<file path="src/mls_pkg.sv">
// Package for the motor lifecycle supervisor: codes, fault bit positions and the
// structs passed between the step logic and the top level. No dependencies.
package mls_pkg;

  localparam int unsigned CntW = 16;
  localparam logic [CntW-1:0] CalTimeoutReset = 16'd2000;
  localparam logic [CntW-1:0] CntMax = 16'hFFFF;

  // Event codes carried by the action field
  typedef enum logic [2:0] {
    ACT_TICK     = 3'd0,
    ACT_START    = 3'd1,
    ACT_STOP     = 3'd2,
    ACT_CAL_REQ  = 3'd3,
    ACT_CLEAR    = 3'd4,
    ACT_BG_CHECK = 3'd5
  } action_e;

  typedef enum logic [2:0] {
    LC_INIT  = 3'd0,
    LC_CAL   = 3'd1,
    LC_IDLE  = 3'd2,
    LC_RUN   = 3'd3,
    LC_FAULT = 3'd4
  } lc_state_e;

  typedef enum logic [1:0] {
    CMD_NONE  = 2'd0,
    CMD_START = 2'd1,
    CMD_STOP  = 2'd2,
    CMD_CAL   = 2'd3
  } cmd_e;

  typedef enum logic [1:0] {
    ST_OK      = 2'd0,
    ST_BUSY    = 2'd1,
    ST_INVALID = 2'd2
  } status_e;

  typedef enum logic [1:0] {
    CAL_BUSY     = 2'd0,
    CAL_COMPLETE = 2'd1
  } cal_status_e;

  localparam logic [1:0] ModeMax = 2'd2;

  // Fault bit positions
  localparam int unsigned FTimeout  = 0;
  localparam int unsigned FCal      = 1;
  localparam int unsigned FCommit   = 2;
  localparam int unsigned FEnable   = 3;
  localparam int unsigned FPosition = 4;
  localparam int unsigned FSample   = 5;
  localparam int unsigned FMath     = 6;
  localparam int unsigned FState    = 7;

  typedef struct packed {
    action_e    action;
    logic [1:0] mode;
    logic [1:0] cal_status;
    logic       sample_ok;
    logic       position_ok;
    logic       math_ok;
    logic       commit_ok;
    logic       enable_ok;
  } mls_item_t;

  typedef struct packed {
    lc_state_e       lc;
    logic [7:0]      faults;
    logic            pwm;
    logic            calibrated;
    logic            start_after_cal;
    cmd_e            pending;
    logic [CntW-1:0] cal_cnt;
    logic [1:0]      mode;
  } mls_state_t;

  typedef struct packed {
    status_e    status;
    lc_state_e  lc;
    logic [7:0] faults;
    logic       pwm_on;
    logic       calibrated;
    logic [1:0] active_mode;
    logic       cal_begin;
    logic       control_ran;
    logic       activated;
    logic       estop;
  } mls_result_t;

endpackage

</file>
<file path="src/mls_step.sv">
// Combinational event step of the motor lifecycle supervisor: next state and
// the result for one event. Depends on mls_pkg.
module mls_step import mls_pkg::*; (
  input  mls_item_t       item_i,
  input  mls_state_t      state_i,
  input  logic [CntW-1:0] timeout_i,
  output mls_state_t      state_o,
  output mls_result_t     result_o
);

  status_e         status;
  logic            p_calbegin, p_control, p_act, p_stop;
  logic            fault_hit;
  logic [7:0]      fault_bit;
  logic [CntW-1:0] cnt_inc;
  mls_state_t      nxt;

  assign cnt_inc = (state_i.cal_cnt != CntMax) ? state_i.cal_cnt + 16'd1 : state_i.cal_cnt;

  // Next state and pulses; a fault is the last thing any path does, so it is
  // applied once at the end
  always_comb begin
    nxt        = state_i;
    status     = ST_OK;
    p_calbegin = 1'b0;
    p_control  = 1'b0;
    p_act      = 1'b0;
    p_stop     = 1'b0;
    fault_hit  = 1'b0;
    fault_bit  = '0;

    unique case (item_i.action)
      ACT_TICK: begin
        nxt.pending = CMD_NONE;
        unique case (state_i.pending)
          CMD_START: begin
            if (state_i.lc == LC_IDLE && state_i.faults == '0 && state_i.calibrated) begin
              p_act = 1'b1;
              if (!item_i.commit_ok) begin
                fault_hit = 1'b1; fault_bit[FCommit] = 1'b1;
              end else if (!item_i.enable_ok) begin
                fault_hit = 1'b1; fault_bit[FEnable] = 1'b1;
              end else begin
                nxt.pwm = 1'b1;
                nxt.lc  = LC_RUN;
              end
            end else if (state_i.lc == LC_INIT && state_i.faults == '0) begin
              nxt.start_after_cal = 1'b1;
              p_calbegin  = 1'b1;
              nxt.cal_cnt = '0;
              nxt.lc      = LC_CAL;
            end else if (state_i.lc == LC_CAL && state_i.faults == '0) begin
              nxt.start_after_cal = 1'b1;
            end
          end
          CMD_STOP: begin
            p_stop  = 1'b1;
            nxt.pwm = 1'b0;
            nxt.lc  = (state_i.faults == '0) ? LC_IDLE : LC_FAULT;
          end
          CMD_CAL: begin
            if (state_i.lc == LC_IDLE && state_i.faults == '0) begin
              nxt.start_after_cal = 1'b0;
              p_calbegin  = 1'b1;
              nxt.cal_cnt = '0;
              nxt.lc      = LC_CAL;
            end
          end
          default: begin
            // No pending command: regular lifecycle step
            unique case (state_i.lc)
              LC_INIT: begin
                p_calbegin  = 1'b1;
                nxt.cal_cnt = '0;
                nxt.lc      = LC_CAL;
              end
              LC_CAL: begin
                nxt.cal_cnt = cnt_inc;
                if (item_i.cal_status == CAL_BUSY) begin
                  if (cnt_inc >= timeout_i) begin
                    fault_hit = 1'b1; fault_bit[FTimeout] = 1'b1;
                  end
                end else if (item_i.cal_status != CAL_COMPLETE) begin
                  fault_hit = 1'b1; fault_bit[FCal] = 1'b1;
                end else begin
                  nxt.calibrated = 1'b1;
                  nxt.lc         = LC_IDLE;
                  if (state_i.start_after_cal) begin
                    nxt.start_after_cal = 1'b0;
                    p_act = 1'b1;
                    if (!item_i.commit_ok) begin
                      fault_hit = 1'b1; fault_bit[FCommit] = 1'b1;
                    end else if (!item_i.enable_ok) begin
                      fault_hit = 1'b1; fault_bit[FEnable] = 1'b1;
                    end else begin
                      nxt.pwm = 1'b1;
                      nxt.lc  = LC_RUN;
                    end
                  end
                end
              end
              LC_RUN: begin
                p_control = 1'b1;
                if (!item_i.sample_ok) begin
                  fault_hit = 1'b1; fault_bit[FSample] = 1'b1;
                end else if (!item_i.position_ok) begin
                  fault_hit = 1'b1; fault_bit[FPosition] = 1'b1;
                end else if (!item_i.math_ok) begin
                  fault_hit = 1'b1; fault_bit[FMath] = 1'b1;
                end else if (!item_i.commit_ok) begin
                  fault_hit = 1'b1; fault_bit[FCommit] = 1'b1;
                end
              end
              LC_IDLE, LC_FAULT: begin
              end
              default: begin
                fault_hit = 1'b1; fault_bit[FState] = 1'b1;
              end
            endcase
          end
        endcase
      end
      ACT_START: begin
        if (item_i.mode > ModeMax) begin
          status = ST_INVALID;
        end else if ((state_i.lc != LC_IDLE && state_i.lc != LC_INIT &&
                      state_i.lc != LC_CAL) || state_i.faults != '0) begin
          status = ST_BUSY;
        end else begin
          nxt.mode = item_i.mode;
          if (state_i.lc == LC_INIT) begin
            nxt.start_after_cal = 1'b1;
            p_calbegin  = 1'b1;
            nxt.cal_cnt = '0;
            nxt.lc      = LC_CAL;
          end else if (state_i.lc == LC_CAL) begin
            nxt.start_after_cal = 1'b1;
          end else begin
            nxt.pending = CMD_START;
          end
        end
      end
      ACT_STOP: begin
        p_stop      = 1'b1;
        nxt.pwm     = 1'b0;
        nxt.pending = CMD_NONE;
        nxt.lc      = (state_i.faults == '0) ? LC_IDLE : LC_FAULT;
      end
      ACT_CAL_REQ: begin
        if (state_i.lc != LC_IDLE || state_i.faults != '0) begin
          status = ST_BUSY;
        end else begin
          nxt.pending = CMD_CAL;
        end
      end
      ACT_CLEAR: begin
        if (state_i.lc != LC_FAULT || state_i.pwm) begin
          status = ST_BUSY;
        end else begin
          nxt.faults = '0;
          nxt.lc     = LC_IDLE;
        end
      end
      ACT_BG_CHECK: begin
        if (!item_i.position_ok) begin
          fault_hit = 1'b1; fault_bit[FPosition] = 1'b1;
        end
      end
      default: begin
        status = ST_INVALID;
      end
    endcase

    // Fault entry: emergency stop, PWM off, latch the bit
    if (fault_hit) begin
      p_stop     = 1'b1;
      nxt.pwm    = 1'b0;
      nxt.faults = nxt.faults | fault_bit;
      nxt.lc     = LC_FAULT;
    end
  end

  assign state_o = nxt;

  // Result assembly from the post-event state
  always_comb begin
    result_o.status      = status;
    result_o.lc          = nxt.lc;
    result_o.faults      = nxt.faults;
    result_o.pwm_on      = nxt.pwm;
    result_o.calibrated  = nxt.calibrated;
    result_o.active_mode = nxt.mode;
    result_o.cal_begin   = p_calbegin;
    result_o.control_ran = p_control;
    result_o.activated   = p_act;
    result_o.estop       = p_stop;
  end

endmodule

</file>
<file path="src/motor_lifecycle_supervisor_top.sv">
// Top level of the motor lifecycle supervisor: input register, state and
// configuration registers, result register. Depends on mls_pkg and mls_step.

// One event in, one result out. An event is transferred into an input register,
// processed combinationally by the step logic against the lifecycle state, and
// the result is held in an output register until transferred; a new event can be
// taken every cycle while the output does not stall, so throughput is one event
// per clock. The result is loaded into the output register when the held event
// advances; a stalled output holds the input register, which then deasserts
// in_ready_o. The calibration timeout register is written with cfg_we_i and
// should only change while no event is in flight.
module motor_lifecycle_supervisor_top import mls_pkg::*; (
  input  logic        clk_i,
  input  logic        rst_ni,
  input  logic        cfg_we_i,
  input  logic [15:0] cfg_wdata_i,
  input  logic        in_valid_i,
  output logic        in_ready_o,
  input  logic [2:0]  action_i,
  input  logic [1:0]  mode_i,
  input  logic [1:0]  cal_status_i,
  input  logic        sample_ok_i,
  input  logic        position_ok_i,
  input  logic        math_ok_i,
  input  logic        commit_ok_i,
  input  logic        enable_ok_i,
  output logic        out_valid_o,
  input  logic        out_ready_i,
  output logic [1:0]  status_o,
  output logic [2:0]  lifecycle_o,
  output logic [7:0]  fault_bits_o,
  output logic        pwm_on_o,
  output logic        is_calibrated_o,
  output logic [1:0]  active_mode_o,
  output logic        calibration_begin_o,
  output logic        control_ran_o,
  output logic        activated_o,
  output logic        emergency_stop_o
);

  logic            in_valid_q, out_valid_q, advance;
  mls_item_t       item_q;
  mls_state_t      state_q, state_d;
  mls_result_t     res_q, res_d;
  logic [CntW-1:0] timeout_q;

  // An event is processed when the output register is free or being drained
  assign advance    = in_valid_q && (!out_valid_q || out_ready_i);
  assign in_ready_o = !in_valid_q || advance;

  // Configuration register
  always_ff @(posedge clk_i or negedge rst_ni) begin
    if (!rst_ni) begin
      timeout_q <= CalTimeoutReset;
    end else if (cfg_we_i) begin
      timeout_q <= cfg_wdata_i;
    end
  end

  // Input register
  always_ff @(posedge clk_i or negedge rst_ni) begin
    if (!rst_ni) begin
      in_valid_q <= 1'b0;
    end else if (in_ready_o) begin
      in_valid_q <= in_valid_i;
    end
  end

  always_ff @(posedge clk_i) begin
    if (in_valid_i && in_ready_o) begin
      item_q.action      <= action_e'(action_i);
      item_q.mode        <= mode_i;
      item_q.cal_status  <= cal_status_i;
      item_q.sample_ok   <= sample_ok_i;
      item_q.position_ok <= position_ok_i;
      item_q.math_ok     <= math_ok_i;
      item_q.commit_ok   <= commit_ok_i;
      item_q.enable_ok   <= enable_ok_i;
    end
  end

  mls_step u_step (
    .item_i   (item_q),
    .state_i  (state_q),
    .timeout_i(timeout_q),
    .state_o  (state_d),
    .result_o (res_d)
  );

  // Lifecycle state
  always_ff @(posedge clk_i or negedge rst_ni) begin
    if (!rst_ni) begin
      state_q.lc              <= LC_INIT;
      state_q.faults          <= '0;
      state_q.pwm             <= 1'b0;
      state_q.calibrated      <= 1'b0;
      state_q.start_after_cal <= 1'b0;
      state_q.pending         <= CMD_NONE;
      state_q.cal_cnt         <= '0;
      state_q.mode            <= '0;
    end else if (advance) begin
      state_q <= state_d;
    end
  end

  // Result register
  always_ff @(posedge clk_i or negedge rst_ni) begin
    if (!rst_ni) begin
      out_valid_q <= 1'b0;
    end else if (advance) begin
      out_valid_q <= 1'b1;
    end else if (out_ready_i) begin
      out_valid_q <= 1'b0;
    end
  end

  always_ff @(posedge clk_i) begin
    if (advance) begin
      res_q <= res_d;
    end
  end

  assign out_valid_o         = out_valid_q;
  assign status_o            = res_q.status;
  assign lifecycle_o         = res_q.lc;
  assign fault_bits_o        = res_q.faults;
  assign pwm_on_o            = res_q.pwm_on;
  assign is_calibrated_o     = res_q.calibrated;
  assign active_mode_o       = res_q.active_mode;
  assign calibration_begin_o = res_q.cal_begin;
  assign control_ran_o       = res_q.control_ran;
  assign activated_o         = res_q.activated;
  assign emergency_stop_o    = res_q.estop;

  // PWM is only on while running
  a_pwm_running: assert property (@(posedge clk_i) disable iff (!rst_ni)
    state_q.pwm |-> state_q.lc == LC_RUN)
    else $error("PWM enabled outside running state");

  // An emergency stop always leaves PWM off
  a_estop_pwm: assert property (@(posedge clk_i) disable iff (!rst_ni)
    out_valid_q && res_q.estop |-> !res_q.pwm_on)
    else $error("emergency stop with PWM still on");

  // A held event is not lost while the output stalls
  a_hold_item: assert property (@(posedge clk_i) disable iff (!rst_ni)
    in_valid_q && !advance |=> in_valid_q)
    else $error("pending event dropped");

  // Every processed event produces a result
  a_result_load: assert property (@(posedge clk_i) disable iff (!rst_ni)
    advance |=> out_valid_q)
    else $error("processed event without result");

endmodule
</file>
<file path="config.mk">
export PLATFORM = sky130hd
export DESIGN_NAME = motor_lifecycle_supervisor_top
export DESIGN_NICKNAME = d
export VERILOG_FILES = /design/src/mls_pkg.sv /design/src/mls_step.sv /design/src/motor_lifecycle_supervisor_top.sv
export SDC_FILE = /design/constraint.sdc
export NUM_CORES = 1
export LEC_CHECK = 0
export ABC_AREA = 1
export BUFFER_PORTS_ARGS = -buffer_cell sky130_fd_sc_hd__buf_4
export CORE_ASPECT_RATIO = 0.7
export CORE_MARGIN = 2
export CORE_UTILIZATION = 59
export DETAILED_ROUTE_END_ITERATION = 6
export PLACE_DENSITY = 0.8
export RECOVER_POWER = 100
export REMOVE_ABC_BUFFERS = 1
export SLEW_MARGIN = 20
export SYNTH_ARGS = -nofsm -noshare
export SYNTH_HDL_FRONTEND = slang
export SYNTH_SLANG_ARGS = --single-unit
</file>
<file path="constraint.sdc">
create_clock -name clk_i -period 3.35 [get_ports clk_i]
set_input_delay 0.335 -clock clk_i [delete_from_list [all_inputs] [get_ports clk_i]]
set_output_delay 0.335 -clock clk_i [all_outputs]
set_load 0.03 [all_outputs]
</file>
==> metrics.md, run 1 <==
| Metric | Value |
|---|---|
| Sequential fraction of the synthesis area | 46.8% |
| Final worst slack | 0.289 ns |
| #FFs+latches synth | 85 |
| Buffers on Ports | 55 |
| Row Count | 27 |
| DP HPWL | 9.69 mm |
| Tmin final | 3.06 ns |
| Area Growth Syn to Fin | 13.0% |
| TritonCTS Buffers | 9 |
| 1st-pass router iterations | 7 |
| Status | complete, but fails checks |
| Largest net degree at the start of global routing | 53 |
| Critical path class | reg -> reg |
| Final Util | between 60% and 70% |
| Layout cells sized above 1 | 12.3% |
| Arr. time, crit path | 3.24 ns |
| Min-Delay Startpoint | commit_ok_i |
| Initial antenna violation count | 0 |
| Post-synth top flop | dfrtp_1 |
| Rel. slew slack | -96.7% |
| Crit share post-route | 91.4% |
| Routed Antenna Nets | 0 |
| Gr ovfl total | 0 |
| GRT met1 Usage | 44.7% |
| Critical path's largest stage delay | 0.41 ns |
| DRT iter0 DRCs | 346 |
| Fmax | 0.327 GHz |
| Synth async-reset ratio | 61.2% |
| Commonest non-fill, non-tap cell in the layout | nand2_1 |
| IO Pins | 56 |
| Final hold vios | 0 |
| CP max-delay cell | dfrtp_1 |
| Post-Place Worst Slack | 0.287 ns |
| Worst-path clk slew | 0.06 ns |
| Req. time, crit path | 3.53 ns |
| GR Layer Usage met2 | 42.5% |
| Mapped Avg Cell Area | 8.21 µm² |
| Final nets | 703 |
| Cell Area, Placed | 0.00538 mm² |
| HP Class | in -> reg |
| Failing checks | DRC, capacitance limit, slew limit |
| Max-Cap Viols | 2 |
| Crit path cell chain | ha_1, nand2_1, nor2_2, nand3_1, a31oi_1, xor2_1, ha_1, nand2_1, o21ai_0, a21oi_1, nand3_1, nand2_1, nand2_1, nand2_2, nand2_1, a21oi_1 |
| Cts hold-fix bufs | 0 |
| Netlist cell types | 49 |
| Startpoint types | flop |
| Crit-path most repeated cell | nand2_1 |
| DRC | 1 |
| Clock skew | 0.00654 ns |
| Initial Util | 61.7% |
| Die area | 0.00909 mm² |
| Final setup fails | 0 |
| Vias per Instance | 5.85 |
| TritonCTS clock tree | yes |
| Tot GR Track Use | 30.6% |
| Global-route wire length before repair | 21.0 mm |
| Worst-margin pin slew | 2.95 ns |
| CP Capture Type | flop |
| Ys Warns | 0 |
| Area of the multi-input gates | 0.00220 mm² |
| Routed via count | 4442 |
| Clock Root Buffer | clkbuf_16 |
| Leakage | around 2.5 nW |
| Core area | 0.00797 mm² |
| Ant diodes | 0 |
| Max Root-Sink Buffers | 2 |
| Most frequent cells in the layout | 175 x nand2_1, 66 x inv_1, 50 x nor2_1, 46 x dfrtp_1, 45 x o21ai_0 |
| Synthesized cell area | about 0.0049 mm² |
| Power, Total | 3.30 mW |
| Gate Count Post-Synth | 599 |
| Storage cell area | between 0.002 and 0.0025 mm² |
| # fillers | between 600 and 700 |
| WL/cell | approximately 17 µm |
| Vias in the first global route | between 4000 and 5000 |
| Final slew viol count | 92 |
| Top delay family on crit path | simple AND/OR/NAND/NOR gates |
| Worst ir drop on vdd | between 300 and 400 µV |
| Pwr dens | 593 mW/mm² |
| Post-synth EDFFs | 33 |
| TritonCTS Sinks | 85 |
| Final estimated routing congestion in global placement | 1.00 |
| WL final | 13.3 mm |
| Worst path bufs/invs | 0 |
| Met3 usage | 11.9% |
| Worst-skew pair later-pin latency | approximately 0.34 ns |
| Height of the chip | 80.4 µm |
| Chip width | 113 µm |
| Grt peak-use layer | met1 |
| H-tree levels | 3 |
| CP max FO | 6 |
| Finished Cell Area | 0.00556 mm² |
| Reg2Reg Launch Point | state_q[2] |
| Critical path origin | state_q[2] |
## layer usage
layer	vias to the layer above	wire, µm
met3	18	1590
met1	2096	6310
met2	220	5210
li1	2108	-
met4	0	164
met5	-	0
## per-stage QoR
step,setup TNS (ns),hold WS (ns),cells
after floorplan,0,0.0394,584
after global placement,0,0.421,742
after detailed placement,0,0.423,742
after CTS,0,0.0662,758
after global routing,-0.0188,0.178,759
final,0,0.184,759
## where the power goes
group          total (mW)  switching (mW)  internal, mW
clock                1.03           0.416         0.616
combinational       0.854           0.619         0.234
sequential           1.41           0.155          1.26
total                3.30            1.19          2.11
## path summary, 6_finish.rpt
path	slack, ns	end	cells past startpoint
setup / recovery	0.29	pwm_on_o	16
hold / removal	0.18	item_q[1]	1
setup reg to reg	0.29	pwm_on_o	16
hold reg to reg	0.50	state_q[1]	2
max in group asynchronous	0.74	state_q[18]	1
min in group asynchronous	0.95	timeout_q[3]	1
## final cells by class
| type | instances | share of cell area [%] |
|---|---|---|
| Sequential cell | 85 | 41.4 |
| Multi-Input combinational cell | 426 | 39.6 |
| Timing Repair Buffer | 58 | 6.08 |
| Inverter | 73 | 4.93 |
| Clock inverter | 3 | 0.450 |
| Tap cell | 101 | 2.27 |
| Clock buffer | 13 | 5.27 |
## state kept, by name, indices dropped and copies added, names as in the netlist
register and count:
fault_bits_o 8, is_calibrated_o 1, timeout_q 16, emergency_stop_o 1, control_ran_o 1, item_q 12, in_valid_q 1, lifecycle_o 3
pwm_on_o 1, calibration_begin_o 1, active_mode_o 2, out_valid_o 1, status_o 2, state_q 34, activated_o 1
## timing repair
item | CTS | global route
buffers inserted | 0 | 1
setup endpoints to repair | 0 | 6
resized for setup | 0 | 3
## cells in the mapped netlist (4+ instances only)
master	instances	area share [%]
o21ai_0	30	3.1
ha_1	17	4.3
xor2_1	8	1.4
buf_6	4	0.92
edfxtp_1	33	20
o21ai_1	5	0.51
nand2_1	176	13
nor2_2	7	0.89
dfrtp_1	46	23
nand2_2	4	0.51
nor2_1	49	3.7
clkbuf_1	7	0.53
inv_1	63	4.8
nand3_1	19	1.9
nand4_1	23	2.9
a21oi_1	28	2.8
nor3_1	10	1.0
inv_2	9	0.69
dfstp_2	6	3.2
o21ai_2	12	2.1
a31oi_1	4	0.51
## cell families after synthesis
logic type	after synthesis	synth area share [%]
buffers and inverters	88	7.46
multiplexers	1	0.229
adder cells (fa/ha/maj)	17	4.33
AND/OR/NAND/NOR	300	27.0
XOR/XNOR	9	1.60
flip-flops	85	46.8
AO/OA/AOI/OAI	99	12.6
No activity file was read; power rests on OpenSTA's default activity.
==> inputs of run 2 (changes only) <==
--- a/config.mk
+++ b/config.mk
@@ -12,8 +12,9 @@
 export CORE_UTILIZATION = 59
 export DETAILED_ROUTE_END_ITERATION = 6
 export PLACE_DENSITY = 0.8
-export RECOVER_POWER = 100
+export RECOVER_POWER = 50
 export REMOVE_ABC_BUFFERS = 1
+export SKIP_LAST_GASP = 1
 export SLEW_MARGIN = 20
 export SYNTH_ARGS = -nofsm -noshare
 export SYNTH_HDL_FRONTEND = slang
==> run 2 against run 1 <==
Compared with the run above: the flow still finishes with violations (DRC, capacitance limit, slew limit); die area unchanged; non-clock buffer count is the same; via count hardly changed; count of clock-buffer cells in the layout did not move; largest cell class unchanged; first-iteration DRC count is 4.0% higher; clock power is essentially flat; final area is 1.8% higher.
==> metrics.md, run 2 (synthesis results as in run 1) <==
| Metric | Value |
|---|---|
| Finished Layout Cells | 759 |
| Fmax | roughly 0.33 GHz |
| Global-route wire length before repair | about 21 mm |
| Tot GR Track Use | 30.6% |
| Buffers on Ports | 55 |
| Pwr dens | 588 mW/mm² |
| Final nets | 703 |
| Clock Root Buffer | clkbuf_16 |
| WL/cell | 17.5 µm |
| Worst-margin pin slew | a little under 3 ns |
| Routed Antenna Nets | 0 |
| Worst path bufs/invs | 0 |
| Worst-skew pair later-pin latency | 0.34 ns |
| Initial antenna violation count | 0 |
| Initial Util | around three fifths |
| Critical path's largest stage delay | 0.41 ns |
| Startpoint types | flop |
| Placed cells | about 740 |
| TritonCTS Buffers | 9 |
| Routed via count | approximately 4400 |
| Final hold vios | 0 |
| Most frequent cells in the layout | 175 x nand2_1, 63 x inv_1, 48 x nor2_1, 46 x dfrtp_1, 33 x edfxtp_1 |
| Setup TNS after final layout | 0 ns |
| Critical path class | reg -> reg |
| CP Capture Type | flop |
| Leakage | 2.59 nW |
| Largest register by flop count | state_q |
| Worst-path clk slew | ~0.060 ns |
| Req. time, crit path | approximately 3.5 ns |
| # fillers | ~660 |
| Failing checks | DRC, capacitance limit, slew limit |
| Status | complete, but fails checks |
| HP Class | in -> reg |
| Reg2Reg Setup Slack | approximately 0.32 ns |
| Vias per Instance | approximately 5.9 |
| DP HPWL | 9.69 mm |
| Final Util | 70.9% |
| 1st-pass router iterations | 7 |
| Commonest non-fill, non-tap cell in the layout | nand2_1 |
| Crit share post-route | between 90% and 100% |
| Grt peak-use layer | met1 |
| Area Growth Syn to Fin | 15.0% |
| Met3 usage | 11.9% |
| H-tree levels | 3 |
| Final slew viol count | 53 |
| DRT iter0 DRCs | 360 |
| WHS Path Cells | 1 |
| R2R cell count | 16 |
| CP max FO | 6 |
| Ant diodes | 0 |
| Height of the chip | 80.4 µm |
| Final estimated routing congestion in global placement | 1.00 |
| Gr ovfl total | 0 |
| Layout cells sized above 1 | 16.4% |
| Final setup fails | 0 |
| Top flop regs | state_q (34), timeout_q (16), item_q (12) |
| Clock skew | 0.00613 ns |
| DRC | 1 |
| Largest net degree at the start of global routing | 53 |
| Top delay family on crit path | simple AND/OR/NAND/NOR gates |
| Row Count | 27 |
| Core area | 0.00797 mm² |
| TritonCTS clock tree | yes |
| TritonCTS Sinks | 85 |
| Vias in the first global route | between 4000 and 5000 |
| Max Root-Sink Buffers | 2 |
| Die area | 0.00909 mm² |
| GR Layer Usage met2 | 42.5% |
| WP depth | 16 |
| Tmin final | 3.03 ns |
| Max-Cap Viols | 1 |
| Chip width | ~110 µm |
| Finished Cell Area | 0.00565 mm² |
| Worst ir drop on vdd | around 410 µV |
| CP max-delay cell | dfrtp_1 |
| Crit path cell chain | ha_1, nand2_1, nor2_2, nand3_1, a31oi_1, xor2_1, ha_1, nand2_1, o21ai_0, a21oi_1, nand3_1, nand2_1, nand2_1, nand2_2, nand2_1, a21oi_1 |
| Rel. slew slack | -96.2% |
| GRT met1 Usage | between 40% and 50% |
| Cell Area, Placed | 0.00538 mm² |
| Max FFs per register | 34 |
| Crit-path most repeated cell | nand2_1 |
| IO Pins | 56 |
| WL final | 13.3 mm |
| Arr. time, crit path | 3.22 ns |
## run 2: layout make-up
class / count / area [µm²] / share of cell area (%)
sequential: 85 / 2300 / 40.7
clock inverter: 3 / 25.0 / 0.443
multi-input combinational: 426 / 2260 / 40.0
clock buffer: 13 / 293 / 5.18
inverter: 73 / 274 / 4.85
timing repair buffer: 58 / 375 / 6.64
tap: 101 / 126 / 2.24
## run 2: stage by stage
step           hold WS (ns)  setup WS (ns)  total power, mW
2_1_floorplan        0.0394          0.736             1.98
3_3_place_gp          0.421          0.434             2.29
3_5_place_dp          0.423          0.287             2.30
4_1_cts              0.0662          0.260             3.33
5_1_grt               0.178        -0.0156             3.47
6_report              0.183          0.320             3.33
## run 2: power by group
group	total, mW	internal [mW]	switching (mW)	leakage (nW)
Clock	1.04	0.616	0.421	0.152
Combinational	0.879	0.254	0.625	1.47
Sequential	1.41	1.25	0.158	0.973
## run 2: routing by layer
metal  wire length [µm]  vias to the layer above
met5                  0                        -
met4                159                        0
met3               1670                       19
met2               5270                      230
met1               6220                     2090
li1                   -                     2105
## run 2: path summary, 6_finish.rpt
| check | start | end |
|---|---|---|
| worst max-delay path | state_q[2] | pwm_on_o |
| worst min-delay path | sample_ok_i | item_q[4] |
| worst max register to register | state_q[2] | pwm_on_o |
| worst min register to register | state_q[1] | state_q[1] |
| max in group asynchronous | rst_ni | state_q[18] |
| min in group asynchronous | rst_ni | timeout_q[3] |
## run 2: what timing repair did
item / CTS / global route
hold buffers: 0 / 0
setup buffers: 0 / 1
gates resized for setup: 0 / 3
endpoints found under the setup margin: 0 / 6
